### src/tcw_addr_unit.sv
// ----------------------------------------------------------------------------
// tcw_addr_unit
// Shared adder with limit compare: pointer steps, cursor steps, linear index.
// ----------------------------------------------------------------------------
module tcw_addr_unit #(
  parameter int W = 17
) (
  input  logic [W-1:0] a,
  input  logic [W-1:0] b,
  input  logic [W-1:0] lim,
  output logic [W-1:0] sum,
  output logic         ge
);

  assign sum = a + b;
  assign ge  = (sum >= lim);

endmodule

### config.mk
export PLATFORM = sky130hd
export DESIGN_NAME = tcw_addr_unit
export DESIGN_NICKNAME = d
export VERILOG_FILES = /design/src/tcw_addr_unit.sv
export SDC_FILE = /design/constraint.sdc
export NUM_CORES = 1
export LEC_CHECK = 0
export ABC_AREA = 1
export BUFFER_PORTS_ARGS = -buffer_cell sky130_fd_sc_hd__clkbuf_2
export CELL_PAD_IN_SITES_DETAIL_PLACEMENT = 0
export CELL_PAD_IN_SITES_GLOBAL_PLACEMENT = 1
export CORE_ASPECT_RATIO = 0.8
export CORE_MARGIN = 2
export CORE_UTILIZATION = 34
export DETAILED_ROUTE_END_ITERATION = 16
export PLACE_DENSITY_LB_ADDON = 0.1
export SYNTH_ARGS = -nofsm -noshare
export SYNTH_HDL_FRONTEND = slang
export SYNTH_SLANG_ARGS = --single-unit
### constraint.sdc
create_clock -name vclk -period 3.5
set_input_delay 0.175 -clock vclk [all_inputs]
set_output_delay 0.175 -clock vclk [all_outputs]
set_load 0.005 [all_outputs]
==> results.sh, run 1 <==
export IMPL_first_global_vias=1464
export IMPL_drv_cap=0
export IMPL_netlist_area_um2=1490
export IMPL_crit_end="ge"
export IMPL_final_cell_mix="nand2_1 (104), clkbuf_2 (69), inv_1 (64), ha_1 (33), nor2_1 (13)"
export IMPL_wl_per_cell_um=8.69
export IMPL_io_pins=69
export IMPL_p_seq_share_pct=0
export IMPL_hold_buffers=0
export IMPL_drive_above_1_share_pct=26.7
export IMPL_internal_power_mw=0.151
export IMPL_fin_util_pct=45.4
export IMPL_seqCellArea_um2=0
export IMPL_dieHeight_um=63.2
export IMPL_syn_area_per_cell_um2=5.42
export IMPL_crit_slowest_cell="fa_1"
export IMPL_rows=21
export IMPL_start_util_pct=35.5
export IMPL_antenna_found_initial=0
export IMPL_status="complete, no violations"
export IMPL_coreArea_um2=4200
export IMPL_fin_tns_setup_ns=0
export IMPL_synth_nets=360
export IMPL_total_power_mw=0.349
export IMPL_nets=431
export IMPL_synthTopCellsByArea="ha_1 (28%), nand2_1 (26%), inv_1 (16%)"
export IMPL_ys_warn_count=0
export IMPL_period_needed_ns=2.57
export IMPL_tightestPinTransition_ns=0.288
export IMPL_required_ns=3.32
export IMPL_final_antenna_net_count=0
export IMPL_slew_headroom_pct=80.7
export IMPL_p_comb_share_pct=100.0
export IMPL_ir_worst_vdd_mv=0.0605
export IMPL_cts_setup_buffers=0
export IMPL_cp_max_fo=3
export IMPL_die_area_um2=4940
export IMPL_critical_path_cell_chain="clkbuf_2 > ha_1 > fa_1 > nand2_1 > nand2_1 > nand3_1 > nand2_2 > nand2_1 > nand2_1 > nand2_1 > nand2_1 > ha_1 > nand2_1 > nor2_1 > nand2_1 > nor2_1 > nor2_1 > nand3_1 > clkbuf_2"
export IMPL_worstPathArrival_ns=2.39
export IMPL_num_antenna_cells=0
export IMPL_path_class="input port to primary output"
export IMPL_vias_per_cell=4.12
export IMPL_end_kind="primary output"
export IMPL_syn_to_final_growth_pct=27.9
export IMPL_grt_max_degree=6
export IMPL_powerDensity_nw_per_um2=183
export IMPL_syn_inst=275
export IMPL_dp_hpwl_um=3320
export IMPL_final_common_cell="nand2_1"
export IMPL_slew_violations=0
export IMPL_grt_total_usage_pct=14.8
export IMPL_grt_pass1_wl_um=6280
export IMPL_leakagePower_nw=1.34
export IMPL_max_stage_delay_ns=0.41
export IMPL_drt_pass1_iter_count=4
export IMPL_switching_share_pct=56.9
export IMPL_holdCritStartpoint="b[0]"
export IMPL_drt_total_wl_um=3490
export IMPL_crit_top_cell="nand2_1"
export IMPL_routabilityCongestion=0.762
export IMPL_rsz0062_at_grt="no"
export IMPL_postCtsResizedCells=0
export IMPL_hold_viol=0
export IMPL_vias=1653
export IMPL_path_delay_family="simple AND/OR/NAND/NOR gates"
export IMPL_ys_seq_area_share_pct=0
export IMPL_post_route_period_util_pct=73.4
export IMPL_cp_depth=19
export IMPL_ys_types=19
export IMPL_drc_errors=0
export IMPL_min_path_type="input port to primary output"
export IMPL_die_x_um=78.1
export IMPL_num_clock_buffers=0
export IMPL_synthDominantCellAreaShare_pct=27.7
export IMPL_setup_violations=0
export IMPL_cp_start_kind="input port"
export IMPL_netlist_top_cell_by_area="ha_1"
export IMPL_pwr_share_clk_pct=0
export IMPL_max_clock_freq_mhz=389
export IMPL_drtIter0Drc=35
export IMPL_p_switching_mw=0.199
export IMPL_critPathBufInv=2
export IMPL_port_buffer_count=69
export IMPL_overflow=0
export IMPL_crit_start="a[0]"
export IMPL_design_seq_count=0
[per-layer routing]
metal / share of wire (%) / GRT usage, % / vias up
li1: - / - / 969
met1: 57 / 23.9 / 645
met2: 38 / 23.2 / 39
met3: 4.7 / 0.143 / 0
met4: 0 / 0 / 0
met5: 0 / 0 / -
[power by group through the flow]
stage | clock, mW | combinational [mW] | sequential (mW)
final | 0 | 0.349 | 0
after global routing | 0 | 0.414 | 0
after CTS | 0 | 0.357 | 0
after detailed placement | 0 | 0.355 | 0
after global placement | 0 | 0.354 | 0
after floorplan | 0 | 0.236 | 0
[worst min path at each step]
stage	end	depth (start not counted)
floorplan	sum[0]	1
global placement	sum[0]	3
detailed placement	sum[0]	3
CTS	sum[0]	3
global route	sum[0]	3
finish	sum[0]	3
[metrics by stage]
step / instance area (µm²) / hold slack, ns / worst slack, ns / std cells
floorplan: 1490 / 0.474 / 1.26 / 275
global placement: 1910 / 0.663 / 0.979 / 401
detailed placement: 1910 / 0.665 / 0.935 / 401
CTS: 1910 / 0.669 / 0.923 / 401
global route: 1910 / 0.694 / 0.610 / 401
finish: 1910 / 0.662 / 0.930 / 401
[area by class of cell]
cell class | count | area [µm²]
Fill cell | 496 | 2300
Timing Repair Buffer | 69 | 345
Inverter | 70 | 263
Multi-Input combinational cell | 205 | 1230
Tap cell | 57 | 71.3
[cells in the mapped netlist, drive strengths merged]
| master | n |
|---|---|
| or2 | 1 |
| xor2 | 7 |
| a21oi | 12 |
| inv | 70 |
| a21o | 2 |
| nor3 | 4 |
| nand3b | 1 |
| ha | 33 |
| nor2 | 13 |
| fa | 1 |
| nand3 | 13 |
| o21ai | 2 |
| nand2 | 114 |
| o21a | 1 |
| xnor2 | 1 |
[kinds of logic (layout without fill, tap and decap cells)]
family | Yosys count | count (layout) | share of synthesized area [%]
AND/OR/NAND/NOR | 146 | 146 | 41.9
buffers and inverters | 70 | 139 | 17.6
adder cells (fa/ha/maj) | 34 | 34 | 29.0
AO/OA/AOI/OAI | 17 | 17 | 6.71
XOR/XNOR | 8 | 8 | 4.70
No activity file was read; power rests on OpenSTA's default activity.
==> run 2, diff against run 1 <==
--- a/config.mk
+++ b/config.mk
@@ -5,13 +5,13 @@
 export SDC_FILE = /design/constraint.sdc
 export NUM_CORES = 1
 export LEC_CHECK = 0
-export ABC_AREA = 1
+export ABC_AREA = 0
 export BUFFER_PORTS_ARGS = -buffer_cell sky130_fd_sc_hd__clkbuf_2
 export CELL_PAD_IN_SITES_DETAIL_PLACEMENT = 0
 export CELL_PAD_IN_SITES_GLOBAL_PLACEMENT = 1
 export CORE_ASPECT_RATIO = 0.8
 export CORE_MARGIN = 2
-export CORE_UTILIZATION = 34
+export CORE_UTILIZATION = 32
 export DETAILED_ROUTE_END_ITERATION = 16
 export PLACE_DENSITY_LB_ADDON = 0.1
 export SYNTH_ARGS = -nofsm -noshare
==> constraint.sdc (replaced) <==
create_clock -name vclk -period 2.5
set_input_delay 0.125 -clock vclk [all_inputs]
set_output_delay 0.125 -clock vclk [all_outputs]
set_load 0.005 [all_outputs]
==> results.sh, run 2 <==
export IMPL_ys_seq_area_share_pct=0
export IMPL_overflow=0
export IMPL_status="finished, violations left"
export IMPL_syn_to_final_growth_pct=69.2
export IMPL_instances_no_fill=310
export IMPL_wl_per_cell_um=12.0
export IMPL_antenna_found_initial=0
export IMPL_drt_total_wl_um=3710
export IMPL_port_buffer_count=69
export IMPL_netlist_top_cell_by_area="ha_1"
export IMPL_synth_nets=243
export IMPL_drtIter0Drc=26
export IMPL_slew_headroom_pct=76.5
export IMPL_min_path_type="input port to primary output"
export IMPL_critical_path_cell_chain="clkbuf_2 > ha_4 > a21o_1 > a21o_1 > a211o_1 > o41a_1 > or4_1 > nand3_2 > ha_1 > and4_4 > a21oi_2 > nand2_1 > a31o_2 > clkbuf_2"
export IMPL_rows=19
export IMPL_drv_cap=0
export IMPL_ys_types=33
export IMPL_seqCellArea_um2=0
export IMPL_num_antenna_cells=0
export IMPL_design_seq_count=0
export IMPL_path_delay_family="compound AO/OA/AOI/OAI gates"
export IMPL_max_stage_delay_ns=0.50
export IMPL_required_ns=2.38
export IMPL_syn_area_per_cell_um2=7.48
export IMPL_synth_most_common_cell="ha_1"
export IMPL_setup_violations=1
export IMPL_cp_max_fo=3
export IMPL_grt_total_usage_pct=17.1
export IMPL_post_route_period_util_pct=122
export IMPL_slew_violations=0
export IMPL_start_util_pct=33.8
export IMPL_powerDensity_nw_per_um2=329
export IMPL_max_clock_freq_mhz=328
export IMPL_synth_commonest_cells="ha_1 (33), inv_1 (18), a21oi_1 (16), nor2_1 (13), a21o_1 (10)"
export IMPL_num_clock_buffers=0
export IMPL_end_kind="primary output"
export IMPL_vias_per_cell=4.85
export IMPL_die_area_um2=4200
export IMPL_synthTopCellsByArea="ha_1 (35%), a21oi_1 (6.8%), xnor2_1 (6.7%)"
export IMPL_cp_start_kind="input port"
export IMPL_hold_viol=0
export IMPL_drc_errors=0
export IMPL_setup_ws_ns=-0.546
export IMPL_routabilityCongestion=0.880
export IMPL_fin_util_pct=57.3
export IMPL_dieHeight_um=58.4
export IMPL_coreArea_um2=3490
export IMPL_final_common_cell="clkbuf_2"
export IMPL_grt_max_degree=7
export IMPL_syn_inst=158
export IMPL_synthDominantCellAreaShare_pct=34.9
export IMPL_ys_warn_count=0
export IMPL_rsz0062_at_grt="yes"
export IMPL_tightestPinTransition_ns=0.349
export IMPL_grt_pass1_wl_um=6060
export IMPL_final_antenna_net_count=0
export IMPL_vias=1504
export IMPL_final_cell_mix="clkbuf_2 (66), buf_4 (42), ha_1 (30), inv_1 (18), nor2_1 (12)"
export IMPL_pre_cts_slack_ns=-0.692
export IMPL_period_needed_ns=3.05
export IMPL_ir_worst_vdd_mv=0.152
export IMPL_first_global_vias=1442
export IMPL_drive_above_1_share_pct=48.9
export IMPL_netlist_area_um2=1180
export IMPL_leakagePower_nw=1.15
export IMPL_nets=355
export IMPL_crit_slowest_cell="or4_1"
export IMPL_drt_pass1_iter_count=4
export IMPL_path_class="input port to primary output"
export IMPL_dp_cells=306
export IMPL_worstPathArrival_ns=2.92
export IMPL_die_x_um=72.0
export IMPL_holdWs_ns=0.540
export IMPL_critPathBufInv=2
export IMPL_violations="setup timing"
export IMPL_dp_hpwl_um=3300
export IMPL_io_pins=69
## run 2: layout make-up
class                      instances  area, µm²
fill                             369       1490
tap                               42       52.6
multi-input combinational        139       1200
timing repair buffer             111        679
inverter                          18       67.6
## run 2: metrics by stage
stage               instance area, µm²  power, mW  TNS [ns]
floorplan                         1220      0.324    -0.300
global placement                  1890      0.593    -0.605
detailed placement                1890      0.608    -0.707
CTS                               1950      0.641    -0.736
global route                      2000      0.735    -0.702
finish                            2000      0.659    -0.546
## run 2: logic make-up (layout without fill, tap and decap cells)
logic type,count (synthesis),after routing,share of synthesized area (%)
multiplexers,1,1,0.847
adder cells (fa/ha/maj),34,34,36.6
buffers and inverters,19,129,6.67
AO/OA/AOI/OAI,52,52,29.4
XOR/XNOR,12,12,8.89
AND/OR/NAND/NOR,40,40,17.6
## run 2: per-layer routing
layer  track usage, %  part of all wire, %  up-vias  routed length [µm]
li1                 -                    -      807                   -
met2             28.4                   44       45                1650
met4            0.270                    0        0                   0
met1             26.1                   51      652                1880
met5                0                    0        -                   0
met3            0.514                  5.0        0                 185
## run 2: where the power goes
group | switching [mW] | internal, mW
Clock | 0 | 0
Combinational | 0.292 | 0.367
Sequential | 0 | 0
Total | 0.292 | 0.367
## run 2: repair_timing
| action | 4_1_cts | 5_1_grt |
|---|---|---|
| buffers inserted | 5 | 2 |
| resized for setup | 3 | 11 |
| setup endpoints to repair | 2 | 4 |
| pin swaps | 8 | 5 |
| hold buffers | 0 | 0 |
## run 2: path summary, 6_finish.rpt
path / from / slack, ns / endpoint / depth (start not counted)
max: a[6] / -0.55 / ge / 14
min: b[0] / 0.54 / sum[0] / 3
